[src/rtl/core/assert_macros.svh]
// Assertion macros used by the top-level RTL file of the sprite chain expander.
`ifndef ASSERT_MACROS_SVH
`define ASSERT_MACROS_SVH
`ifndef SYNTHESIS
// Checks that an implication holds at every rising clock edge outside reset.
`define SCE_ASSERT_IMPL(label, clk, rst_n, prop) \
    label: assert property (@(posedge clk) disable iff (!rst_n) (prop)) \
        else $error("assertion failed");
// Checks that a condition never holds at a rising clock edge outside reset.
`define SCE_ASSERT_NEVER(label, clk, rst_n, expr) \
    label: assert property (@(posedge clk) disable iff (!rst_n) !(expr)) \
        else $error("forbidden condition seen");
`else
`define SCE_ASSERT_IMPL(label, clk, rst_n, prop)
`define SCE_ASSERT_NEVER(label, clk, rst_n, expr)
`endif
`endif

[src/rtl/core/sce_pkg.sv]
// Package with the types and constants of the sprite chain expander.
`default_nettype none
package sce_pkg;

    // Control byte bit positions.
    localparam int unsigned CTRL_DISABLE_BIT = 7;
    localparam int unsigned CTRL_FLIPY_BIT   = 4;
    localparam int unsigned CTRL_YCHAIN_BIT  = 3;

    localparam logic [15:0] PRIO_LOW_BITS = 16'h8800;
    localparam logic [6:0]  PAL_OR        = 7'h60;
    localparam logic [7:0]  MASK_HIGH_PRI = 8'hfc;
    localparam logic [7:0]  MASK_LOW_PRI  = 8'hf0;
    localparam logic [16:0] TILE_STEP     = 17'd16;

    // Commands from the controller to the datapath.
    typedef struct packed {
        logic load;
        logic step;
    } t_dp_cmd;

    // Status from the datapath to the controller.
    typedef struct packed {
        logic disabled;
        logic last;
    } t_dp_status;

endpackage
`default_nettype wire

[src/rtl/core/sce_datapath.sv]
// Datapath of the sprite chain expander: entry registers, steppers and config.
`default_nettype none
module sce_datapath
    import sce_pkg::*;
(
    input  wire logic        i_clk,
    input  wire logic        i_rst_n,
    input  wire t_dp_cmd     i_cmd,
    output t_dp_status       o_status,
    input  wire logic        i_cfg_we,
    input  wire logic [15:0] i_cfg_data,
    input  wire logic [7:0]  i_x_low,
    input  wire logic [7:0]  i_x_high,
    input  wire logic [7:0]  i_y_low,
    input  wire logic [7:0]  i_y_high,
    input  wire logic [7:0]  i_control_byte,
    input  wire logic [7:0]  i_tile_low,
    input  wire logic [7:0]  i_tile_high,
    input  wire logic [7:0]  i_color_byte,
    output logic [14:0]      o_tile_code,
    output logic [6:0]       o_palette,
    output logic             o_flip_vertical,
    output logic [16:0]      o_pos_x,
    output logic [16:0]      o_pos_y,
    output logic [7:0]       o_prio_mask,
    output logic             o_last_tile
);

    logic [15:0] r_prio_ctrl;
    logic [14:0] r_tile;
    logic [6:0]  r_pal;
    logic        r_flip;
    logic        r_ychain;
    logic [16:0] r_px;
    logic [16:0] r_py;
    logic [2:0]  r_remain;

    logic [16:0] n_px_load;
    logic [16:0] n_py_load;
    logic [16:0] w_y_offset;
    logic        w_flip_in;
    logic        w_ychain_in;

    always_ff @(posedge i_clk) begin
        if (!i_rst_n) begin
            r_prio_ctrl <= 16'h0000;
        end else if (i_cfg_we) begin
            r_prio_ctrl <= i_cfg_data;
        end
    end

    assign w_flip_in   = i_control_byte[CTRL_FLIPY_BIT];
    assign w_ychain_in = i_control_byte[CTRL_YCHAIN_BIT];
    assign n_px_load   = {i_x_high[7], i_x_high, i_x_low};
    // A flipped Y chain starts at its bottom tile.
    assign w_y_offset  = (w_ychain_in && w_flip_in) ?
                         {10'd0, i_control_byte[2:0], 4'd0} : 17'd0;
    assign n_py_load   = {i_y_high[7], i_y_high, i_y_low} + w_y_offset;

    always_ff @(posedge i_clk) begin
        if (i_cmd.load) begin
            r_tile   <= {1'b0, i_tile_high[5:0], i_tile_low};
            r_pal    <= {3'b000, i_color_byte[3:0]} | PAL_OR;
            r_flip   <= w_flip_in;
            r_ychain <= w_ychain_in;
            r_px     <= n_px_load;
            r_py     <= n_py_load;
            r_remain <= i_control_byte[2:0];
        end else if (i_cmd.step) begin
            r_tile   <= r_tile + 15'd1;
            r_remain <= r_remain - 3'd1;
            if (r_ychain) begin
                r_py <= r_flip ? (r_py - TILE_STEP) : (r_py + TILE_STEP);
            end else begin
                r_px <= r_px + TILE_STEP;
            end
        end
    end

    assign o_status.disabled = i_control_byte[CTRL_DISABLE_BIT];
    assign o_status.last     = (r_remain == 3'd0);

    assign o_tile_code     = r_tile;
    assign o_palette       = r_pal;
    assign o_flip_vertical = r_flip;
    assign o_pos_x         = r_px;
    assign o_pos_y         = r_py;
    assign o_prio_mask     = ((r_prio_ctrl & PRIO_LOW_BITS) != 16'h0000) ?
                             MASK_LOW_PRI : MASK_HIGH_PRI;
    assign o_last_tile     = (r_remain == 3'd0);

endmodule
`default_nettype wire

[src/rtl/core/sce_controller.sv]
// Controller state machine of the sprite chain expander.
`default_nettype none
module sce_controller
    import sce_pkg::*;
(
    input  wire logic       i_clk,
    input  wire logic       i_rst_n,
    input  wire logic       i_in_valid,
    output logic            o_in_ready,
    output logic            o_out_valid,
    input  wire logic       i_out_ready,
    input  wire t_dp_status i_status,
    output t_dp_cmd         o_cmd
);

    localparam logic ST_IDLE = 1'b0;
    localparam logic ST_RUN  = 1'b1;

    logic r_state;
    logic n_state;
    logic w_accept;
    logic w_done;

    // The last command leaving frees the block for the next request at once.
    assign w_done     = (r_state == ST_RUN) && i_out_ready && i_status.last;
    assign o_in_ready = (r_state == ST_IDLE) || w_done;
    assign w_accept   = i_in_valid && o_in_ready;
    assign o_out_valid = (r_state == ST_RUN);

    assign o_cmd.load = w_accept && !i_status.disabled;
    assign o_cmd.step = (r_state == ST_RUN) && i_out_ready && !i_status.last;

    always_comb begin
        n_state = r_state;
        case (r_state)
            ST_IDLE: begin
                if (o_cmd.load) begin
                    n_state = ST_RUN;
                end
            end
            ST_RUN: begin
                if (w_done && !o_cmd.load) begin
                    n_state = ST_IDLE;
                end
            end
            default: begin
                n_state = ST_IDLE;
            end
        endcase
    end

    always_ff @(posedge i_clk) begin
        if (!i_rst_n) begin
            r_state <= ST_IDLE;
        end else begin
            r_state <= n_state;
        end
    end

endmodule
`default_nettype wire

[src/rtl/core/sprite_chain_expander_core.sv]
// Top level of the sprite chain expander: controller plus datapath.
//
//  Channel  | Direction | Handshake          | Payload
//  ---------+-----------+--------------------+-----------------------------------
//  entry    | in        | i_valid / o_ready  | eight sprite entry bytes
//  command  | out       | o_valid / i_ready  | tile, palette, flip, x, y, mask, last
//  config   | in        | i_cfg_we           | i_cfg_data (priority control word)
//
// An enabled entry gives chain size plus one draw commands, one to eight, one per
// cycle while i_ready is high; the command register and its stepper make them.
// A disabled entry is taken and gives no command.
// Reset is synchronous and active low; it clears the state and the priority word.
// A stall on the command side holds the current command; a new request is taken
// in the same cycle that the last command of the chain is taken.
`default_nettype none
`include "assert_macros.svh"
module sprite_chain_expander_core
    import sce_pkg::*;
(
    input  wire logic               i_clk,
    input  wire logic               i_rst_n,
    input  wire logic               i_cfg_we,
    input  wire logic [15:0]        i_cfg_data,
    input  wire logic               i_valid,
    output logic                    o_ready,
    input  wire logic [7:0]         i_x_low,
    input  wire logic [7:0]         i_x_high,
    input  wire logic [7:0]         i_y_low,
    input  wire logic [7:0]         i_y_high,
    input  wire logic [7:0]         i_control_byte,
    input  wire logic [7:0]         i_tile_low,
    input  wire logic [7:0]         i_tile_high,
    input  wire logic [7:0]         i_color_byte,
    output logic                    o_valid,
    input  wire logic               i_ready,
    output logic [14:0]             o_tile_code,
    output logic [6:0]              o_palette,
    output logic                    o_flip_vertical,
    output logic signed [16:0]      o_pos_x,
    output logic signed [16:0]      o_pos_y,
    output logic [7:0]              o_prio_mask,
    output logic                    o_last_tile
);

    t_dp_cmd    w_cmd;
    t_dp_status w_status;
    logic [16:0] w_pos_x;
    logic [16:0] w_pos_y;

    // The controller sequences one entry at a time through the datapath.
    sce_controller u_ctrl (
        .i_clk       (i_clk),
        .i_rst_n     (i_rst_n),
        .i_in_valid  (i_valid),
        .o_in_ready  (o_ready),
        .o_out_valid (o_valid),
        .i_out_ready (i_ready),
        .i_status    (w_status),
        .o_cmd       (w_cmd)
    );

    // The datapath registers hold the command on show and step to the next one.
    sce_datapath u_dp (
        .i_clk           (i_clk),
        .i_rst_n         (i_rst_n),
        .i_cmd           (w_cmd),
        .o_status        (w_status),
        .i_cfg_we        (i_cfg_we),
        .i_cfg_data      (i_cfg_data),
        .i_x_low         (i_x_low),
        .i_x_high        (i_x_high),
        .i_y_low         (i_y_low),
        .i_y_high        (i_y_high),
        .i_control_byte  (i_control_byte),
        .i_tile_low      (i_tile_low),
        .i_tile_high     (i_tile_high),
        .i_color_byte    (i_color_byte),
        .o_tile_code     (o_tile_code),
        .o_palette       (o_palette),
        .o_flip_vertical (o_flip_vertical),
        .o_pos_x         (w_pos_x),
        .o_pos_y         (w_pos_y),
        .o_prio_mask     (o_prio_mask),
        .o_last_tile     (o_last_tile)
    );

    assign o_pos_x = $signed(w_pos_x);
    assign o_pos_y = $signed(w_pos_y);

    // No new request is taken while a chain still has commands to give.
    `SCE_ASSERT_NEVER(a_no_accept_mid_chain, i_clk, i_rst_n, o_valid && !o_last_tile && o_ready)

    // Taking a command that is not the last moves on to the next tile code.
    `SCE_ASSERT_IMPL(a_tile_steps, i_clk, i_rst_n, (o_valid && !o_last_tile && i_ready) |=> (o_valid && (o_tile_code == 15'($past(o_tile_code) + 15'd1))))

    // Taking the last command without a new request leaves the output empty.
    `SCE_ASSERT_IMPL(a_chain_ends, i_clk, i_rst_n, (o_valid && o_last_tile && i_ready && !i_valid) |=> !o_valid)

endmodule
`default_nettype wire
[config.mk]
export PLATFORM = sky130hd
export DESIGN_NAME = sprite_chain_expander_core
export DESIGN_NICKNAME = d
export VERILOG_FILES = /design/src/rtl/core/sce_pkg.sv /design/src/rtl/core/sce_datapath.sv /design/src/rtl/core/sce_controller.sv /design/src/rtl/core/sprite_chain_expander_core.sv
export VERILOG_INCLUDE_DIRS = /design/src /design/src/rtl/core
export SDC_FILE = /design/constraint.sdc
export NUM_CORES = 1
export LEC_CHECK = 0
export ABC_AREA = 0
export BUFFER_PORTS_ARGS = -buffer_cell sky130_fd_sc_hd__buf_2
export CORE_ASPECT_RATIO = 1.5
export CORE_UTILIZATION = 49
export CTS_CLUSTER_SIZE = 25
export DETAILED_ROUTE_END_ITERATION = 8
export PLACE_DENSITY = 0.84
export REMOVE_ABC_BUFFERS = 1
export SYNTH_ARGS = -nofsm -noshare
export SYNTH_HDL_FRONTEND = slang
export SYNTH_SLANG_ARGS = --single-unit
[constraint.sdc]
create_clock -name i_clk -period 2.9 [get_ports i_clk]
set_input_delay 0.435 -clock i_clk [delete_from_list [all_inputs] [get_ports i_clk]]
set_output_delay 0.435 -clock i_clk [all_outputs]
set_load 0.05 [all_outputs]
==> Yosys cells after proc, flatten, opt, wreduce, memory -nomap -nowiden <==
Cells that the tools add are included.
Widths: inputs -> output; s select.
{ "totals": {"regBits": 75, "latch_bits": 0, "ramBits": 0, "rom_bits": 0, "input_bits": 85, "out_inout_bits": 68, "elab_cells": 51, "n_memories": 0} }
{ "classes": {"addsub": 6, "mul": 0, "n_div": 0, "n_lt_le_gt_ge": 0, "n_eq_ne": 1, "shifts": 0, "muxes": 16, "bitwise": 1, "reduce_logical": 17} }
{ "op_table": {"columns": ["cell", "n"], "rows": [
  ["$mux 17", 7],
  ["$add 17x5->17 const B", 2],
  ["$mux 14", 2],
  ["$add 17x17->17", 1],
  ["$sub 17x5->17 const B", 1],
  ["$reduce_bool 16->1", 1],
  ["$add 15x1->15 const B", 1],
  ["$logic_and 1x1->1", 7],
  ["$mux 7", 1],
  ["$mux 3", 2],
  ["$mux 4", 1],
  ["$reduce_and 2->1", 2],
  ["$reduce_bool 2->1", 2],
  ["$logic_not 1->1", 3],
  ["$logic_not 3->1", 1],
  ["$sub 3x1->3 const B", 1],
  ["$mux 1", 2],
  ["$ne 2x2->1 const B", 1],
  ["$pmux 1 s2", 1],
  ["$logic_or 1x1->1", 1],
  ["$not 1->1", 1]
]} }

==> Depth between registers and ports, before layout <==
Gate-level depths: netlist (run 1).
{ "depth": {"depth_word": 9, "mapped_depth": 10, "ltp_nobuf": 9} }

==> By module <==
Synthesis (run 1) repeated with hierarchy kept, for this count alone.
{ "hier_totals": {"hier_cells": 382, "hier_area_um2": 3794.9} }
{ "by_module_without_submodules": {"columns": ["mod", "instances", "cells_per_inst", "area_per_inst_um2", "seq_area_each_um2"], "rows": [
  ["sce_datapath", 1, 374, 3732.3, 1771.7],
  ["sce_controller", 1, 8, 62.6, 20.0]
]} }

==> Worst setup path before layout (run 1) <==
No wires, ideal clock.
{ "synth_path": {"path_kind": "register to register", "from": "register u_dp.r_flip, in the netlist u_dp.o_flip_vertical", "to": "register u_dp.r_py[15], in the netlist u_dp.o_pos_y[15] (data pin)", "setup_ns": 0.256, "arrival_time_ns": 2.279, "t_required_ns": 2.644, "setup_slack_ns": 0.365, "stages_incl_launch_ff": 8, "path_buffers": 1, "synth_period_minus_slack_ns": 2.535, "path_cell_list": "edfxtp_1 > ha_1 > buf_4 > a21o_1 > a31oi_1 > a211o_1 > a2111o_1 > o211a_1"} }
{ "synth_via": {"elab_chain_cells": 4} }
{ "synth_rtl": {"columns": ["element", "line_no", "rtl"], "rows": [
  ["from (decl)", "sce_datapath.sv:32", "logic r_flip;"],
  ["from (signal assigned)", "sce_datapath.sv:64", "r_flip <= w_flip_in;"],
  ["$mux 17", "sce_datapath.sv:73", "r_py <= r_flip ? (r_py - TILE_STEP) : (r_py + TILE_STEP);"],
  ["$mux 17", "sce_datapath.sv:72", "if (r_ychain) begin"],
  ["$mux 17", "sce_datapath.sv:69", "end else if (i_cmd.step) begin"],
  ["$mux 17", "sce_datapath.sv:61", "if (i_cmd.load) begin"],
  ["to (signal assigned)", "sce_datapath.sv:67", "r_py <= n_py_load;"],
  ["to (signal assigned)", "sce_datapath.sv:73", null],
  ["to (decl)", "sce_datapath.sv:35", "logic [16:0] r_py;"]
]} }
No other way between the ends. The select of a mux whose other input is x is not followed.
A chain may end at the register's enable or synchronous reset.

==> Final worst setup path (run 1) <==
{ "layout_path": {"from": "register u_dp.r_flip, in the netlist u_dp.o_flip_vertical", "to": "register u_dp.r_py[14], in the netlist u_dp.o_pos_y[14] (data pin)"} }
Same word-level chain as after synthesis.

==> results.ini, run 1 <==
[floorplanning]
start_util_pct = 50.46
die_y_um = 110.4
die_w_um = 74.29
core_area_um2 = 7612
rows = 39
die_area_um2 = 8204
boundaryPins = 153

[drt]
ant_nets = 0
drtIter0Drc = 116
drtPass1Iterations = 6
drc = 0
via_per_inst = 5.323
wl_per_cell_um = 13.94
vias = 3279
routed_wirelength_um = 8588

[yosys]
synth-seq-cells = 61
yosys.area.top_type_share_pct = 44.56
synth_cell_type_count = 51
ys_top_cells_by_count = edfxtp_1 (57), nand2_1 (48), o21ai_0 (31), a21oi_1 (22), xnor2_1 (22)
ys_seq_area_share_pct = 46.64
synth_top_family_by_area = simple AND/OR/NAND/NOR gates
synthFlopType = edfxtp_1
synth-xor-area-share_pct = 8.893
synth_top_cell_by_area = edfxtp_1
avgSynthCellArea_um2 = 9.900
yosysMostFrequentCell = edfxtp_1
ys.warnings.count = 0
synthCells = 388
yosys.area_share.adder_pct = 6.906
synth-async-reset-ratio_pct = 0
synth_area_leaders = edfxtp_1 (45%), ha_1 (5.9%), xnor2_1 (5.0%)
synth_compound_area_share_pct = 13.29
synth.mux.area_fraction_pct = 0.7818
syn-cell-area_um2 = 3841
synthSimpleGateAreaFrac_pct = 17.98
synth_edf_count = 57

[pwr]
switchingPower_w = 0.0008921
p_comb_share_pct = 25.0
powerDensity_nw_per_um2 = 571.8
power_w = 0.002734
cellInternalPower_w = 0.001842
clockPowerShare_pct = 34.4
p_seq_share_pct = 40.6
swShare_pct = 32.63
p_leak_nw = 2.030
irDropWorstVdd_mv = 0.3438

[sta]
holdWs_ns = 0.2867
final.setup.worst_slack_ns = 0.2817
finClkSkew_ns = 0.003906
period_share_pct = 90.29
fin_crit_ns = 2.618
rsz0062_at_grt = no
tightest_slew_ns = 0.7645
drv_slew = 0
timing.fmax_ghz = 0.3819
slew_headroom_pct = 48.91
finalSetupViolCount = 0
hold_viol_final = 0

[clock_tree]
cts_sinks = 61
clockRootBuffer = clkbuf_16
htree_num_levels = 3
worstSkewPairLatency_ns = 0.33
cts_setup_buffers = 0
cts_tree = done
cts_buffer_depth = 2
cts_hold_buffers = 0
numCtsBuffers = 9
ctsResizeCount = 0
clk_pin_slew_ns = 0.05

[global_routing]
first_global_vias = 3153
antenna_found_initial = 0
grt_pass1_wl_um = 13730
grt_max_degree = 50
track_usage_pct = 21.84
grt_overflow = 0

[critical_path]
crit_type = flip-flop to flip-flop
arrival_ns = 2.78
worstPathRequired_ns = 3.06
cp-start-kind = flip-flop
path_max_fanout = 14
end_kind = flip-flop

[layout]
antennaDiodeCount = 0
seq_area_um2 = 1792
final_cells = 616
drive_gt1_share_pct = 28.60
syn_to_final_growth_pct = 24.50
fillers = 646
multiInputGateArea_um2 = 1872
final_net_count = 614

[hold_path]
worstHoldPathType = primary input to flip-flop

[place]
port_buffers = 121
gp_congestion = 0.8263
dp_hpwl_um = 6442
dp_slack_ns = 0.3441
post-place-cells = 600

[outcome]
status = complete, no violations

[run]
drv_cap = 0

-- state kept, by name, indices dropped and copies added, names as in the netlist, 2 cells and up --
register          count
u_dp.o_tile_code     15
u_dp.o_palette        4
u_dp.o_pos_y         17
u_dp.r_prio_ctrl      2
u_dp.o_pos_x         17
u_dp.r_remain         3
-- critical path: stages (launching register included) --
cell and delay, ns:
edfxtp_1 0.74, inv_1 0.14, fa_1 0.49, nor2b_1 0.21
o2111ai_1 0.22, a21oi_1 0.26, o21ai_0 0.15, a221oi_2 0.24
-- logic make-up (layout without fill, tap and decap cells) --
| kind of cell | Yosys count | after routing |
|---|---|---|
| AOI/OAI and AO/OA | 82 | 82 |
| muxes | 3 | 3 |
| xor gates and xnor gates | 39 | 39 |
| and+or+nand+nor | 140 | 140 |
| other | 2 | 9 |
| adders and majority gates | 20 | 20 |
| buffers and inverters | 41 | 160 |
| DFF | 61 | 61 |
-- stage by stage --
stage,instance area (µm²),util (%),TNS (ns)
after floorplan,3731,-,-0.2284
after global placement,4514,59.30,0
after detailed placement,4514,59.30,0
after CTS,4782,62.82,0
after global routing,4782,62.82,0
final,4782,62.82,0
-- placed cells by master (no fill, tap or decap), types with 4 or more instances in the layout --
cell type and n:
a21o_1 4, a21oi_1 22, and2_1 8, and3_1 8, buf_2 121, buf_4 4, clkbuf_16 9, conb_1 9
dfxtp_1 4, edfxtp_1 57, ha_1 18, inv_1 17, nand2_1 48, nand2b_1 4, nand3_1 20, nand4_1 6
nor2_1 21, nor2b_1 5, nor3_1 5, o21ai_0 30, xnor2_1 22, xor2_1 17
-- final cells by class --
type | count | area share [%]
clock buffers | 9 | 4.710
clock inverters | 7 | 0.8896
inverters | 18 | 1.413
multi-input cells | 293 | 39.14
flip-flops and latches | 61 | 37.47
well taps | 102 | 2.669
repair buffers | 126 | 13.71
-- routing by layer --
metal / track usage [%] / share of wire [%] / vias to the layer above
met3: 4.927 / 5.7 / 10
met5: 0 / 0 / -
met1: 24.21 / 39 / 1526
li1: - / - / 1618
met4: 9.057 / 1.5 / 0
met2: 38.73 / 54 / 125
-- power groups by stage --
stage               clock network [W]  logic [W]  registers (W)
finish                       0.000942   0.000683        0.00111
global route                 0.000992   0.000742        0.00112
CTS                          0.000962   0.000685        0.00111
detailed placement                  0   0.000681        0.00113
global placement                    0   0.000661        0.00112
floorplan                           0   0.000317        0.00130
-- path summary, 6_finish.rpt --
path	slack [ns]	depth (start not counted)	startpoint	to
worst max-delay path	0.28	7	u_dp.o_flip_vertical	u_dp.o_pos_y[14]
worst min-delay path	0.29	1	i_color_byte[1]	u_dp.o_palette[1]
worst max register to register	0.28	7	u_dp.o_flip_vertical	u_dp.o_pos_y[14]
worst min register to register	0.52	2	u_dp.o_tile_code[14]	u_dp.o_tile_code[14]
Note: power is estimated with default switching activity, not from simulation.
==> inputs of run 2 (changes only) <==
--- a/config.mk
+++ b/config.mk
@@ -12,7 +12,8 @@
 export CORE_UTILIZATION = 49
 export CTS_CLUSTER_SIZE = 25
 export DETAILED_ROUTE_END_ITERATION = 8
-export PLACE_DENSITY = 0.84
+export MAX_ROUTING_LAYER = met4
+export PLACE_DENSITY = 0.82
 export REMOVE_ABC_BUFFERS = 1
 export SYNTH_ARGS = -nofsm -noshare
 export SYNTH_HDL_FRONTEND = slang
==> run 2 against run 1 <==
Effect of this change: non-clock buffer count decreased by 1; cell area grew 0.16%; sequential cell count unchanged; via count fell by 0.58%; core utilization grew 0.099 points; critical path type unchanged; highest routed layer unchanged.
==> results.ini, run 2 (synthesis gave the netlist of run 1 again) <==
[place]
dp_slack_ns = 0.3207
post-place-cells = 599
port_buffers = 121
dp_hpwl_um = 6508
gp_congestion = 0.8199

[drt]
wl_per_cell_um = 14.07
drtIter0Drc = 141
vias = 3260
drtPass1Iterations = 4
via_per_inst = 5.301
drc = 0
ant_nets = 0
routed_wirelength_um = 8651

[global_routing]
grt_max_degree = 54
grt_pass1_wl_um = 13990
antenna_found_initial = 0
first_global_vias = 3153
track_usage_pct = 22.82
grt_overflow = 0

[sta]
timing.fmax_ghz = 0.3802
tightest_slew_ns = 0.7384
holdWs_ns = 0.2865
final.setup.worst_slack_ns = 0.2701
finalSetupViolCount = 0
period_share_pct = 90.69
rsz0062_at_grt = no
fin_crit_ns = 2.630
hold_viol_final = 0
slew_headroom_pct = 50.65
drv_slew = 0
finClkSkew_ns = 0.004730

[critical_path]
crit_end = u_dp.o_pos_y[14]
startpoint = u_dp.o_flip_vertical
cp_top_family = compound AO/OA/AOI/OAI gates
arrival_ns = 2.79
cp_num_cells = 7
reg2reg_to = u_dp.o_pos_y[14]
end_kind = flip-flop
slowest_delay_ns = 0.74
reg2reg_depth = 7
cpMaxStageDelayCell = edfxtp_1
regToRegStartpoint = u_dp.o_flip_vertical
crit_chain = inv_1 -> fa_1 -> nor2b_1 -> o2111ai_1 -> a21oi_1 -> o21ai_0 -> a221oi_2
cp-start-kind = flip-flop
crit_buf_inv = 1
path_max_fanout = 14
crit_type = flip-flop to flip-flop
rrSetupSlack_ns = 0.27
worstPathRequired_ns = 3.06

[floorplanning]
rows = 39
core_area_um2 = 7612
die_w_um = 74.29
start_util_pct = 50.46
boundaryPins = 153
die_y_um = 110.4
die_area_um2 = 8204

[clock_tree]
worstSkewPairLatency_ns = 0.33
cts_setup_buffers = 0
clk_pin_slew_ns = 0.05
cts_buffer_depth = 2
ctsResizeCount = 0
clockRootBuffer = clkbuf_16
cts_tree = done
cts_hold_buffers = 0
cts_sinks = 61
numCtsBuffers = 9
htree_num_levels = 3

[hold_path]
worstHoldPathType = primary input to flip-flop

[pwr]
irDropWorstVdd_mv = 0.3969
p_leak_nw = 2.040
powerDensity_nw_per_um2 = 587.2
power_w = 0.002812

[layout]
fin_util_pct = 62.92
antennaDiodeCount = 0
final_net_count = 613
layout_common_cells = buf_2 (121), edfxtp_1 (57), nand2_1 (48)
seq_area_um2 = 1792
drive_gt1_share_pct = 28.27
final_common_cell = buf_2
fillers = 663
syn_to_final_growth_pct = 24.69
multiInputGateArea_um2 = 1872
final_cells = 615

[outcome]
status = complete, no violations

[run]
drv_cap = 0

[run 2: power breakdown]
| part | total [W] | switching [W] | leakage, nW | internal (W) |
|---|---|---|---|---|
| sequential | 0.00111 | 0.0000541 | 0.572 | 0.00106 |
| clock | 0.00102 | 0.000367 | 0.135 | 0.000653 |
| combinational | 0.000680 | 0.000465 | 1.33 | 0.000215 |
| total | 0.00281 | 0.000886 | 2.04 | 0.00193 |
[run 2: per-stage QoR]
stage	setup TNS (ns)	area, µm²
finish	0	4790
global route	0	4790
CTS	0	4790
detailed placement	0	4507
global placement	0	4507
floorplan	-0.2284	3731
[run 2: worst min path at each step]
stage | endpoint | slack (ns) | cells past startpoint | start
final | u_dp.o_palette[1] | 0.29 | 1 | i_color_byte[1]
after global routing | u_dp.o_palette[3] | 0.28 | 1 | i_color_byte[3]
after CTS | u_dp.o_palette[1] | 0.28 | 1 | i_color_byte[1]
after detailed placement | u_dp.o_tile_code[14] | 0.50 | 2 | u_dp.o_tile_code[14]
after global placement | u_dp.r_prio_ctrl[15] | 0.50 | 2 | u_dp.r_prio_ctrl[15]
after floorplan | u_dp.r_prio_ctrl[11] | 0.48 | 2 | u_dp.r_prio_ctrl[11]
[run 2: cell type report]
cell class                      instances  share of cell area, %
Tap cell                              102                  2.665
Inverter                               18                  1.411
Timing Repair Buffer                  125                  13.53
Multi-Input combinational cell        293                  39.08
Clock inverter                          6                  1.123
Clock buffer                           10                  4.781
Sequential cell                        61                  37.41
[run 2: routing by layer]
| metal | track usage (%) | part of all wire, % |
|---|---|---|
| met1 | 24.27 | 39 |
| met2 | 39.94 | 53 |
| met3 | 5.657 | 5.6 |
| met4 | 7.925 | 1.8 |
| met5 | - | 0 |
